**config.mk**
```make
export PLATFORM = sky130hd
export DESIGN_NAME = round_robin_run_queue_unit
export DESIGN_NICKNAME = d
export VERILOG_FILES = /design/src/hw/rtl/rrq_pkg.sv /design/src/hw/rtl/rrq_ram.sv /design/src/hw/rtl/rrq_ctrl.sv /design/src/hw/rtl/rrq_dp.sv /design/src/hw/rtl/round_robin_run_queue_unit.sv
export SDC_FILE = /design/constraint.sdc
export NUM_CORES = 2
export LEC_CHECK = 0
export BUFFER_PORTS_ARGS = -buffer_cell sky130_fd_sc_hd__buf_2
export CORE_MARGIN = 3
export CORE_UTILIZATION = 55
export CTS_CLUSTER_DIAMETER = 200
export DETAILED_ROUTE_END_ITERATION = 6
export PLACE_DENSITY = 0.7
export SYNTH_ARGS = -nofsm -noshare
export SYNTH_HDL_FRONTEND = slang
export SYNTH_HIERARCHICAL = 1
export SYNTH_SLANG_ARGS = --single-unit
```
**constraint.sdc**
```tcl
create_clock -name clk_i -period 20.8 [get_ports clk_i]
set_input_delay 3.12 -clock clk_i [delete_from_list [all_inputs] [get_ports clk_i]]
set_output_delay 3.12 -clock clk_i [all_outputs]
set_load 0.01 [all_outputs]
```
**src/hw/rtl/rrq_pkg.sv**
```systemverilog
// Shared types and constants of the round-robin run queue unit.
package rrq_pkg;

  // Widths of the stream fields, fixed by the command and result formats.
  localparam int TASK_ID_W    = 7;
  localparam int CMD_W        = 2;
  localparam int STATUS_W     = 2;
  localparam int TASK_COUNT_W = 8;
  localparam int IN_TDATA_W   = 8;
  localparam int OUT_TDATA_W  = 32;
  localparam int OUT_FIELDS_W = STATUS_W + 2 * TASK_ID_W + 1 + TASK_COUNT_W;
  localparam int OUT_PAD_W    = OUT_TDATA_W - OUT_FIELDS_W;

  typedef enum logic [CMD_W-1:0] {
    CMD_SCHEDULE   = 2'd0,
    CMD_UNSCHEDULE = 2'd1,
    CMD_ENQUEUE    = 2'd2,
    CMD_DEQUEUE    = 2'd3
  } cmd_e;

  typedef enum logic [STATUS_W-1:0] {
    STATUS_OK         = 2'd0,
    STATUS_FULL       = 2'd1,
    STATUS_FREE       = 2'd2,
    STATUS_MEMBERSHIP = 2'd3
  } status_e;

  typedef enum logic [3:0] {
    CS_CLEAR,
    CS_IDLE,
    CS_DECODE,
    CS_SCAN,
    CS_FLAGS,
    CS_LINK_RD,
    CS_LINK_GOT,
    CS_WALK,
    CS_APPEND,
    CS_FINISH,
    CS_DONE
  } ctrl_state_e;

  // Per-slot flags held in the flag memory.
  typedef struct packed {
    logic used;
    logic queued;
  } slot_flags_t;

  // Commands from the controller to the datapath.
  typedef struct packed {
    logic    clear;
    logic    load;
    logic    scan;
    logic    latch_flags;
    logic    latch_succ;
    logic    walk_start;
    logic    walk_step;
    logic    take_prev;
    logic    append;
    logic    finish;
    logic    set_status;
    status_e status_code;
    logic    out_load;
  } dp_cmd_t;

  // Status from the datapath to the controller.
  typedef struct packed {
    cmd_e cmd;
    logic full;
    logic id_valid;
    logic used;
    logic queued;
    logic is_head;
    logic head_is_tail;
    logic scan_hit;
    logic walk_hit;
    logic walk_end;
    logic clear_last;
    logic out_free;
  } dp_status_t;

endpackage

```
**src/hw/rtl/rrq_ram.sv**
```systemverilog
// Generic single-write, single-read RAM with registered read data.
module rrq_ram #(
  parameter int WIDTH = 8,
  parameter int DEPTH = 128
) (
  input  logic                     clk_i,
  input  logic                     we_i,
  input  logic [$clog2(DEPTH)-1:0] waddr_i,
  input  logic [WIDTH-1:0]         wdata_i,
  input  logic [$clog2(DEPTH)-1:0] raddr_i,
  output logic [WIDTH-1:0]         rdata_o
);

  logic [WIDTH-1:0] mem_q [DEPTH];
  logic [WIDTH-1:0] rdata_q;

  always_ff @(posedge clk_i) begin
    if (we_i) begin
      mem_q[waddr_i] <= wdata_i;
    end
    rdata_q <= mem_q[raddr_i];
  end

  assign rdata_o = rdata_q;

endmodule

```
**src/hw/rtl/rrq_ctrl.sv**
```systemverilog
// Controller state machine that sequences each command through the datapath.
module rrq_ctrl (
  input  logic                clk_i,
  input  logic                rst_ni,
  input  logic                in_valid_i,
  output logic                in_ready_o,
  input  rrq_pkg::dp_status_t status_i,
  output rrq_pkg::dp_cmd_t    cmd_o
);

  import rrq_pkg::*;

  ctrl_state_e state_q, state_d;

  always_ff @(posedge clk_i or negedge rst_ni) begin
    if (!rst_ni) begin
      state_q <= CS_CLEAR;
    end else begin
      state_q <= state_d;
    end
  end

  always_comb begin
    state_d    = state_q;
    cmd_o      = '0;
    in_ready_o = 1'b0;
    unique case (state_q)
      CS_CLEAR: begin
        cmd_o.clear = 1'b1;
        if (status_i.clear_last) begin
          state_d = CS_IDLE;
        end
      end
      CS_IDLE: begin
        in_ready_o = 1'b1;
        if (in_valid_i) begin
          cmd_o.load = 1'b1;
          state_d    = CS_DECODE;
        end
      end
      CS_DECODE: begin
        if (status_i.cmd == CMD_SCHEDULE) begin
          if (status_i.full) begin
            cmd_o.set_status  = 1'b1;
            cmd_o.status_code = STATUS_FULL;
            state_d           = CS_DONE;
          end else begin
            state_d = CS_SCAN;
          end
        end else if (!status_i.id_valid) begin
          cmd_o.set_status  = 1'b1;
          cmd_o.status_code = STATUS_FREE;
          state_d           = CS_DONE;
        end else begin
          state_d = CS_FLAGS;
        end
      end
      CS_SCAN: begin
        cmd_o.scan = 1'b1;
        if (status_i.scan_hit) begin
          state_d = CS_APPEND;
        end
      end
      CS_FLAGS: begin
        cmd_o.latch_flags = 1'b1;
        if (!status_i.used) begin
          cmd_o.set_status  = 1'b1;
          cmd_o.status_code = STATUS_FREE;
          state_d           = CS_DONE;
        end else begin
          unique case (status_i.cmd)
            CMD_UNSCHEDULE: begin
              state_d = status_i.queued ? CS_LINK_RD : CS_FINISH;
            end
            CMD_ENQUEUE: begin
              if (status_i.queued) begin
                cmd_o.set_status  = 1'b1;
                cmd_o.status_code = STATUS_MEMBERSHIP;
                state_d           = CS_DONE;
              end else begin
                state_d = CS_APPEND;
              end
            end
            CMD_DEQUEUE: begin
              if (!status_i.queued) begin
                cmd_o.set_status  = 1'b1;
                cmd_o.status_code = STATUS_MEMBERSHIP;
                state_d           = CS_DONE;
              end else begin
                state_d = CS_LINK_RD;
              end
            end
            default: begin
              state_d = CS_DONE;
            end
          endcase
        end
      end
      CS_LINK_RD: begin
        state_d = CS_LINK_GOT;
      end
      CS_LINK_GOT: begin
        cmd_o.latch_succ = 1'b1;
        if (status_i.is_head || status_i.head_is_tail) begin
          state_d = CS_FINISH;
        end else begin
          cmd_o.walk_start = 1'b1;
          state_d          = CS_WALK;
        end
      end
      CS_WALK: begin
        if (status_i.walk_hit) begin
          cmd_o.take_prev = 1'b1;
          state_d         = CS_FINISH;
        end else if (status_i.walk_end) begin
          state_d = CS_FINISH;
        end else begin
          cmd_o.walk_step = 1'b1;
        end
      end
      CS_APPEND: begin
        cmd_o.append = 1'b1;
        state_d      = CS_DONE;
      end
      CS_FINISH: begin
        cmd_o.finish = 1'b1;
        state_d      = CS_DONE;
      end
      CS_DONE: begin
        if (status_i.out_free) begin
          cmd_o.out_load = 1'b1;
          state_d        = CS_IDLE;
        end
      end
      default: begin
        state_d = CS_IDLE;
      end
    endcase
  end

endmodule

```
**src/hw/rtl/rrq_dp.sv**
```systemverilog
// Datapath: slot flag and link memories, queue registers and result register.
module rrq_dp #(
  parameter int SLOT_COUNT = 128
) (
  input  logic                                 clk_i,
  input  logic                                 rst_ni,
  input  logic [rrq_pkg::CMD_W-1:0]            in_cmd_i,
  input  logic [rrq_pkg::TASK_ID_W-1:0]        in_task_id_i,
  input  rrq_pkg::dp_cmd_t                     cmd_i,
  output rrq_pkg::dp_status_t                  status_o,
  output logic                                 out_valid_o,
  input  logic                                 out_ready_i,
  output logic [rrq_pkg::OUT_TDATA_W-1:0]      out_data_o
);

  import rrq_pkg::*;

  localparam int ID_W  = $clog2(SLOT_COUNT);
  localparam int CNT_W = $clog2(SLOT_COUNT + 1);

  // Command registers.
  cmd_e            cmd_q;
  logic [ID_W-1:0] id_q;
  logic            id_valid_q;
  logic            queued_q;

  // Queue and scheduler state.
  logic [ID_W-1:0]  head_q, tail_q, cur_q;
  logic             empty_q, idle_q;
  logic [CNT_W-1:0] count_q;

  // Work registers of the free-slot scan and the predecessor walk.
  logic [ID_W-1:0] clr_ptr_q, scan_q, chk_q, p_q, prev_q, succ_q;
  logic            chk_vld_q, has_prev_q, has_succ_q;

  // Result register.
  status_e               status_q;
  logic [TASK_ID_W-1:0]  assigned_q;
  logic                  out_valid_q;
  status_e               out_status_q;
  logic [TASK_ID_W-1:0]  out_assigned_q, out_run_q;
  logic                  out_idle_q;
  logic [TASK_COUNT_W-1:0] out_count_q;

  // Memory ports.
  logic            flag_we, link_we;
  logic [ID_W-1:0] flag_waddr, flag_raddr, link_waddr, link_raddr;
  slot_flags_t     flag_wdata, flag_rdata;
  logic [ID_W-1:0] link_wdata, link_rdata;

  logic [31:0]     raw_id;
  logic            in_id_valid;
  logic            is_tail;
  logic            scan_hit;

  assign raw_id      = 32'(in_task_id_i);
  assign in_id_valid = raw_id < 32'(SLOT_COUNT);
  assign is_tail     = (id_q == tail_q);
  assign scan_hit    = cmd_i.scan && chk_vld_q && !flag_rdata.used;

  rrq_ram #(
    .WIDTH($bits(slot_flags_t)),
    .DEPTH(SLOT_COUNT)
  ) u_flag_ram (
    .clk_i  (clk_i),
    .we_i   (flag_we),
    .waddr_i(flag_waddr),
    .wdata_i(flag_wdata),
    .raddr_i(flag_raddr),
    .rdata_o(flag_rdata)
  );

  rrq_ram #(
    .WIDTH(ID_W),
    .DEPTH(SLOT_COUNT)
  ) u_link_ram (
    .clk_i  (clk_i),
    .we_i   (link_we),
    .waddr_i(link_waddr),
    .wdata_i(link_wdata),
    .raddr_i(link_raddr),
    .rdata_o(link_rdata)
  );

  // Memory port selection.
  always_comb begin
    flag_we    = 1'b0;
    flag_waddr = id_q;
    flag_wdata = '0;
    if (cmd_i.clear) begin
      flag_we    = 1'b1;
      flag_waddr = clr_ptr_q;
    end else if (cmd_i.append) begin
      flag_we    = 1'b1;
      flag_wdata = '{used: 1'b1, queued: 1'b1};
    end else if (cmd_i.finish) begin
      flag_we    = 1'b1;
      flag_wdata = '{used: (cmd_q != CMD_UNSCHEDULE), queued: 1'b0};
    end
    flag_raddr = cmd_i.scan ? scan_q : id_q;

    link_we    = 1'b0;
    link_waddr = tail_q;
    link_wdata = id_q;
    if (cmd_i.append && !empty_q) begin
      link_we = 1'b1;
    end else if (cmd_i.finish && queued_q && has_prev_q && has_succ_q) begin
      link_we    = 1'b1;
      link_waddr = prev_q;
      link_wdata = succ_q;
    end

    if (cmd_i.walk_start) begin
      link_raddr = head_q;
    end else if (cmd_i.walk_step) begin
      link_raddr = link_rdata;
    end else begin
      link_raddr = id_q;
    end
  end

  // Control state: queue pointers, running task, count and result valid.
  always_ff @(posedge clk_i or negedge rst_ni) begin
    if (!rst_ni) begin
      head_q      <= '0;
      tail_q      <= '0;
      empty_q     <= 1'b1;
      cur_q       <= '0;
      idle_q      <= 1'b1;
      count_q     <= '0;
      clr_ptr_q   <= '0;
      out_valid_q <= 1'b0;
    end else begin
      if (cmd_i.clear) begin
        clr_ptr_q <= clr_ptr_q + 1'b1;
      end
      if (cmd_i.append) begin
        if (empty_q) begin
          head_q  <= id_q;
          empty_q <= 1'b0;
        end
        tail_q <= id_q;
        if (idle_q) begin
          cur_q  <= id_q;
          idle_q <= 1'b0;
        end
        if (cmd_q == CMD_SCHEDULE) begin
          count_q <= count_q + 1'b1;
        end
      end
      if (cmd_i.finish) begin
        if (queued_q) begin
          if (id_q == head_q) begin
            if (is_tail) begin
              empty_q <= 1'b1;
            end else begin
              head_q <= succ_q;
            end
          end
          if (is_tail && has_prev_q) begin
            tail_q <= prev_q;
          end
          if (!idle_q && (cur_q == id_q)) begin
            if (has_succ_q) begin
              cur_q <= succ_q;
            end else begin
              cur_q  <= '0;
              idle_q <= 1'b1;
            end
          end
        end
        if ((cmd_q == CMD_UNSCHEDULE) && (count_q != '0)) begin
          count_q <= count_q - 1'b1;
        end
      end
      if (cmd_i.out_load) begin
        out_valid_q <= 1'b1;
      end else if (out_ready_i) begin
        out_valid_q <= 1'b0;
      end
    end
  end

  // Per-command work registers.
  always_ff @(posedge clk_i) begin
    if (cmd_i.load) begin
      cmd_q      <= cmd_e'(in_cmd_i);
      id_q       <= ID_W'(raw_id);
      id_valid_q <= in_id_valid;
      status_q   <= STATUS_OK;
      assigned_q <= '0;
      scan_q     <= '0;
      chk_vld_q  <= 1'b0;
      has_prev_q <= 1'b0;
    end
    if (cmd_i.set_status) begin
      status_q <= cmd_i.status_code;
    end
    if (cmd_i.scan) begin
      chk_q     <= scan_q;
      chk_vld_q <= 1'b1;
      if (scan_q != ID_W'(SLOT_COUNT - 1)) begin
        scan_q <= scan_q + 1'b1;
      end
      if (scan_hit) begin
        id_q <= chk_q;
      end
    end
    if (cmd_i.latch_flags) begin
      queued_q <= flag_rdata.queued;
    end
    if (cmd_i.latch_succ) begin
      succ_q     <= link_rdata;
      has_succ_q <= !is_tail;
    end
    if (cmd_i.walk_start) begin
      p_q <= head_q;
    end
    if (cmd_i.walk_step) begin
      p_q <= link_rdata;
    end
    if (cmd_i.take_prev) begin
      prev_q     <= p_q;
      has_prev_q <= 1'b1;
    end
    if (cmd_i.append && (cmd_q == CMD_SCHEDULE)) begin
      assigned_q <= TASK_ID_W'(id_q);
    end
    if (cmd_i.out_load) begin
      out_status_q   <= status_q;
      out_assigned_q <= assigned_q;
      out_run_q      <= idle_q ? '0 : TASK_ID_W'(cur_q);
      out_idle_q     <= idle_q;
      out_count_q    <= TASK_COUNT_W'(count_q);
    end
  end

  always_comb begin
    status_o              = '0;
    status_o.cmd          = cmd_q;
    status_o.full         = (count_q == CNT_W'(SLOT_COUNT));
    status_o.id_valid     = id_valid_q;
    status_o.used         = flag_rdata.used;
    status_o.queued       = flag_rdata.queued;
    status_o.is_head      = (id_q == head_q);
    status_o.head_is_tail = (head_q == tail_q);
    status_o.scan_hit     = scan_hit;
    status_o.walk_hit     = (link_rdata == id_q);
    status_o.walk_end     = (link_rdata == tail_q);
    status_o.clear_last   = (clr_ptr_q == ID_W'(SLOT_COUNT - 1));
    status_o.out_free     = !out_valid_q || out_ready_i;
  end

  assign out_valid_o = out_valid_q;
  assign out_data_o  = {{OUT_PAD_W{1'b0}}, out_count_q, out_idle_q, out_run_q,
                        out_assigned_q, out_status_q};

endmodule

```
**src/hw/rtl/round_robin_run_queue_unit.sv**
```systemverilog
// Top level of the round-robin run queue unit: slot allocation and FIFO run queue.
//
// The unit keeps a table of SLOT_COUNT task slots, a singly linked FIFO run
// queue threaded through them, and the identity of the running task. Each
// command transfer on the slave stream (command in tuser, task id in tdata)
// yields exactly one result transfer on the master stream. Schedule takes the
// lowest free slot, appends it to the queue tail and returns its id, or
// reports a full table. Unschedule takes a task out of the queue and frees its
// slot. Enqueue appends an occupied slot, and dequeue unlinks a task from
// anywhere in the queue; when the running task leaves, its successor runs, or
// the idle task if it has none. Commands are handled one at a time. Schedule
// scans the slot flag memory one entry per cycle from slot 0 until it finds
// the lowest free slot. Dequeue and unschedule of a queued task read its link
// and, unless it is the queue head, walk the links from the head one entry per
// cycle through the single read port of the link memory until they reach its
// predecessor. A new command is accepted as soon as the previous result sits
// in the output register, even if that result has not been taken yet. After
// reset the unit clears the slot flag memory in one pass over all SLOT_COUNT
// slots, during which s_axis_tready stays low.
module round_robin_run_queue_unit #(
  parameter int SLOT_COUNT = 128
) (
  input  logic                               clk_i,
  input  logic                               rst_ni,
  // Command stream.
  input  logic                               s_axis_tvalid,
  output logic                               s_axis_tready,
  input  logic [rrq_pkg::IN_TDATA_W-1:0]     s_axis_tdata,  // [6:0] task_id, [7] zero
  input  logic [rrq_pkg::CMD_W-1:0]          s_axis_tuser,  // [1:0] command
  // Result stream.
  output logic                               m_axis_tvalid,
  input  logic                               m_axis_tready,
  // [1:0] status, [8:2] assigned_id, [15:9] running_id, [16] running_idle,
  // [24:17] task_count, [31:25] zero
  output logic [rrq_pkg::OUT_TDATA_W-1:0]    m_axis_tdata
);

  import rrq_pkg::*;

  dp_cmd_t    dp_cmd;
  dp_status_t dp_status;

  // The controller sequences each command; all storage lives in the datapath.
  rrq_ctrl u_ctrl (
    .clk_i     (clk_i),
    .rst_ni    (rst_ni),
    .in_valid_i(s_axis_tvalid),
    .in_ready_o(s_axis_tready),
    .status_i  (dp_status),
    .cmd_o     (dp_cmd)
  );

  // The datapath latches the command on the load command, which the
  // controller raises exactly on an accepted command transfer.
  rrq_dp #(
    .SLOT_COUNT(SLOT_COUNT)
  ) u_dp (
    .clk_i       (clk_i),
    .rst_ni      (rst_ni),
    .in_cmd_i    (s_axis_tuser),
    .in_task_id_i(s_axis_tdata[TASK_ID_W-1:0]),
    .cmd_i       (dp_cmd),
    .status_o    (dp_status),
    .out_valid_o (m_axis_tvalid),
    .out_ready_i (m_axis_tready),
    .out_data_o  (m_axis_tdata)
  );

endmodule

```
-- Word-level counts from Yosys, hierarchy flattened
Memory sizes are Yosys's and may differ from the RTL's. A register that Yosys moved wholly into a read port is not among the register bits.
Cells that the tools add are included.
- equality and inequality tests: 28
- reductions and logical operators: 26
- shift-type cells: 0
- multiply operators: 0
- add/sub/neg operators: 4
- order comparisons: 1
- muxes and demuxes: 104
- divide/modulo/power cells: 0
- bitwise gates (word level): 0
- operators by type and width (operator ; count):
    $mux W7 ; 34
    $mux W4 ; 13
    $eq A7 B7 Y1 ; 6
    $pmux W4 S10 ; 1
    $mux W1 ; 35
    $mux W8 ; 4
    $mux W3 ; 6
    $eq A4 B3 Y1 const B ; 4
    $mux W2 ; 8
    $add A7 B1 Y7 const B ; 2
    $eq A4 B4 Y1 const B ; 3
    $pmux W3 S2 ; 2
    $pmux W4 S3 ; 1
    $logic_and A1 B1 Y1 ; 10
    $add A8 B1 Y8 const B ; 1
    $eq A4 B2 Y1 const B ; 2
    $eq A8 B8 Y1 const B ; 1
    $lt A7 B8 Y1 const B ; 1
    $reduce_bool A2 Y1 ; 4
    $reduce_bool A8 Y1 ; 1
    $sub A8 B1 Y8 const B ; 1
    $eq A7 B7 Y1 const B ; 1
    $ne A7 B7 Y1 const B ; 1
    $ne A2 B2 Y1 const B ; 3
    11 further kinds ; 18
- latch bits: 0
- output and inout port bits: 34
- bits of input ports: 14
- memory bits (writable): 1152
- memories: 2
- flip-flop bits (word level): 126
- memory bits (read-only): 0
- logic and storage cells: 193
- memories (name ; depth ; bits a word ; read ports ; clocked after memory_dff ; wr ports ; RTL line ; RTL):
    u_dp.u_link_ram.mem_q ; 128 ; 7 ; 1 ; 1 ; 1 ; rrq_ram.sv:14 ; logic [WIDTH-1:0] mem_q [DEPTH];
    u_dp.u_flag_ram.mem_q ; 128 ; 2 ; 1 ; 1 ; 1 ; rrq_ram.sv:14 ;

-- Logic depth before layout (Yosys ltp)
- depth after elaboration: 9
- mapped depth: 16
- mapped depth without buffers: 10

-- By module
The synthesis kept the hierarchy.
- by module, submodules not included (module ; instances ; cells an instance ; area an instance (um^2) ; seq. area each (um^2)):
    rrq_ram (u_dp.u_link_ram) ; 1 ; 1453 ; 34807.1 ; 27045.9
    rrq_ram (u_dp.u_flag_ram) ; 1 ; 611 ; 10612.7 ; 7727.4
    rrq_dp ; 1 ; 491 ; 5969.5 ; 3280.6
    rrq_ctrl ; 1 ; 75 ; 586.8 ; 100.1

-- Worst setup path before layout
OpenSTA, ideal clock, no wires.
- path type: register to register
- start: register u_ctrl.state_q[3]
- end: memory u_dp/u_link_ram/mem_q[0][2] (netlist bit), data pin
- clock period less this slack: 7.642 ns
- data required time: 19.603 ns
- library setup time: 1.197 ns
- arrival: 6.445 ns
- stages on the path, launching flop included: 8
- slack: 13.158 ns
- path buffers: 3
- cells stage by stage: dfrtp_1 -> clkbuf_1 -> nand2_1 -> nor2_1 -> clkbuf_1 -> a21oi_1 -> buf_2 -> o21ai_0
- RTL lines (element ; RTL line ; RTL):
    start, declared ; rrq_ctrl.sv:13 ; ctrl_state_e state_q, state_d;
    start signal, assigned ; rrq_ctrl.sv:19 ; state_q <= state_d;
    end, declared ; rrq_ram.sv:14 ;

==> metrics.md <==
| Metric | Value |
|---|---|
| Outcome | `finished clean` |
| Max incr delay on CP | `a little under 0.9 ns` |
| CP startpoint kind | `flop` |
| Vias per cell | `between 6 and 7` |
| # setup viols final | `0` |
| Hold Violations, Final | `0` |
| Clock slew at reported path FFs | `about 0.060 ns` |
| CP max FO | `66` |
| Register area share after synthesis | `73.41%` |
| Clk_skew | `0.02392 ns` |
| Dpl hpwl | `65.57 mm` |
| Total number of vias | `between 20000 and 30000` |
| Final cell count without fillers | `around 4000` |
| Mapped cell area | `51980 um2` |
| Core area | `93470 um2` |
| Yosys Warn Count | `6` |
| Combinational power share | `34.2%` |
| Fill cell count | `about 6400` |
| Share of cells above drive strength 1 | `24.94%` |
| Setup crit end kind | `flop` |
| P&R area growth vs syn | `10.49%` |
| Min cycle time layout | `6.020 ns` |
| DR iter-0 viols | `2714` |
| Top cells by area, synth | `edfxtp_1, mux4_2, dfrtp_1` |
| DRT Pass-1 Iters | `6` |
| Final instance area | `57430 um2` |
| CTS buffer count | `~120` |
| Setup Fix Bufs, Post-CTS | `0` |
| Net Sw Frac | `about a third` |
| Global Route Usage Sum | `22.66%` |
| Max Cap Viol | `0` |
| FP Rows | `about 110` |
| Worst Tran Pin Value | `1.302 ns` |
| Worst hold path type | `flop to flop` |
| Critical Path RT | `21.39 ns` |
| Clock Sinks | `1286` |
| Mean Syn Cell Area | `approximately 20 um2` |
| GR Overflow Total | `0` |
| Total number of H-tree levels | `3` |
| First-pass GRT wire length | `166.5 mm` |
| Pre-CTS setup slack | `14.83 ns` |
| FF+latch count, synth | `1286` |
| Largest net degree at the start of global routing | `136` |
| Asr flop ratio synth | `3.344%` |
| TNS Setup | `0 ns` |
| Routability cong. | `0.8115` |
| Final WS setup | `14.78 ns` |
| Worst path slowest cell | `dfxtp_1` |
| Horiz. Die Dim | `approximately 310 um` |
| Dominant cell type by area after synthesis | `edfxtp_1` |
| Number of remaining DRC errors | `0` |
| Resize count post-CTS | `0` |
| DRT antenna net count | `0` |
| Family with the most delay on the worst path | `multiplexers` |
| Clk pwr share | `26.0%` |
| Vias in the first global route | `25789` |
| Pins Over Slew Limit | `0` |
| Max frequency | `166.1 MHz` |
| CP Buf/Inv Count | `2` |
| Placed cell areas | `roughly 54000 um2` |
| Pwr Density | `144.5 nW/um2` |
| Gate Count Post-Synth | `roughly 2600` |
| Post-synth top area share | `70.37%` |
| Top-Level Pins | `48` |
| Ys flop type | `edfxtp_1` |
| Antenna fix cells | `0` |
| Critical path class | `flop to flop` |
| Initial Util | `55.61%` |
| CTS tree | `done` |
| Leak | `18.11 nW` |
| RSZ-0062 raised after global routing | `false` |
| Cts hold-fix bufs | `0` |
| CTS root buf | `clkbuf_16` |
| Post-synth top cells | `edfxtp_1, mux4_2, nor2_1` |
| Post-detailed-routing wire length | `around 110 mm` |
| Period utilisation layout | `28.94%` |
| P_int | `about 5.6 mW` |
| # nets final | `2704` |
| Slew headroom | `13.00%` |
| CTS max path bufs | `3` |
| Post-synth EDFFs | `1218` |
| Most numerous cell in the Yosys netlist | `edfxtp_1` |
| Die area | `98230 um2` |
| Initial antenna violation count | `3` |
| Cells after DPL | `3816` |
| Top cell by count, worst path | `mux4_2` |
| Worst path cell trace | `xor2_1 -> nor4_1 -> nor4b_1 -> nor4_2 -> buf_4 -> o21ai_4 -> buf_4 -> mux4_2 -> mux4_2 -> mux4_2 -> mux2_2` |
| Net Switching | `2.658 mW` |
| Worst VDD drop | `0.0002061 V` |
| Post-DR wirelength/cell | `27.04 um` |
| Post-synth cell types | `70` |
| Die H | `313.4 um` |
| Clock latency on the worst-skew pair | `slightly above 0.7 ns` |
| Input/output buffers | `39` |
| Sequential power share | `39.8%` |
| Arrival @ worst endpoint | `6.61 ns` |
-- metrics by stage --
| step | util [%] | hold WS [ns] | total power, mW |
|---|---|---|---|
| after CTS | 61.44 | 0.3933 | 8.362 |
| after global routing | 61.44 | 0.4220 | 8.643 |
| after floorplan | - | 0.4003 | 5.362 |
| final | 61.44 | 0.4073 | 8.296 |
| after detailed placement | 57.25 | 0.4065 | 6.201 |
| after global placement | 57.25 | 0.4008 | 6.135 |
-- layout make-up --
class | instances | area, um2 | area share, %
clock inverters | 70 | 676.9 | 1.179
repair buffers | 82 | 555.5 | 0.9674
well taps | 1254 | 1569 | 2.732
multi-input cells | 1177 | 13170 | 22.93
flip-flops and latches | 1286 | 38150 | 66.44
inverters | 17 | 63.81 | 0.1111
clock buffers | 155 | 3237 | 5.637
-- power groups by stage --
stage / combinational [mW] / sequential, mW / clock, mW
CTS: 2.87 / 3.30 / 2.20
floorplan: 2.02 / 3.34 / 0
global placement: 2.79 / 3.34 / 0
finish: 2.84 / 3.30 / 2.16
global route: 3.02 / 3.31 / 2.31
detailed placement: 2.85 / 3.35 / 0
-- final timing paths --
kind | startpoint | endpoint | slack, ns | cells after the start
worst min-delay path | u_dp/p_q[6]$_DFFE_PP_ | u_dp/prev_q[6]$_DFFE_PP_ | 0.41 | 0
max in group asynchronous | rst_ni | u_dp/clr_ptr_q[3]$_DFFE_PN0P_ | 17.53 | 1
min in group asynchronous | rst_ni | u_dp/count_q[5]$_DFF_PN0_ | 2.59 | 1
worst min register to register | u_dp/p_q[6]$_DFFE_PP_ | u_dp/prev_q[6]$_DFFE_PP_ | 0.41 | 0
worst max register to register | u_dp/id_q[3]$_DFF_P_ | u_dp/u_link_ram/rdata_o[5]$_DFF_P_ | 14.78 | 11
worst max-delay path | u_dp/id_q[3]$_DFF_P_ | u_dp/u_link_ram/rdata_o[5]$_DFF_P_ | 14.78 | 11
-- registers in the layout, indices dropped and copies added (netlist names), 4 cells and up --
signal,count
u_dp/prev_q,7
u_dp/head_q,7
u_dp/u_link_ram/mem_q,896
u_dp/id_q,7
u_dp/cur_q,7
u_dp/clr_ptr_q,7
u_dp/out_assigned_q,7
u_dp/u_link_ram/rdata_o,7
u_dp/u_flag_ram/mem_q,256
u_dp/out_run_q,7
u_dp/out_count_q,8
u_dp/succ_q,7
u_dp/scan_q,7
u_dp/chk_q,7
u_dp/assigned_q,7
u_ctrl/state_q,4
u_dp/tail_q,7
u_dp/count_q,8
u_dp/p_q,7
-- placed cells by master, fill, tap and decap left out, drive strengths merged, types with 6 or more instances in the layout --
cell type	count
nor3	35
nand3b	6
mux4	350
nand4	15
xnor2	27
clkbuf	155
nand2	75
dfrtp	41
a21oi	17
a22oi	17
edfxtp	1218
inv	21
bufinv	10
nor2	269
buf	82
nor4	12
xor2	30
nand3	33
and2	13
mux2i	48
o21ai	32
conb	8
nor2b	25
nand2b	13
dfxtp	25
o22ai	11
mux2	82
clkinv	55
-- routing by layer --
metal	vias up	global-route usage, %	part of all wire (%)
li1	10756	-	-
met1	13383	33.14	41
met2	1082	36.04	49
met4	2	6.145	2.4
met3	174	3.922	7.8
met5	-	0	0.015
-- cell families after synthesis --
kind of cell	Yosys count	share of synthesized area [%]
fa+ha+maj	5	0.1204
buf+inv	173	1.586
xor+xnor	57	0.9605
other cells	2	0.01445
mux	480	17.96
compound gates	107	1.351
simple gates	520	4.600
flops	1286	73.41
No activity file was read; power rests on OpenSTA's default activity.
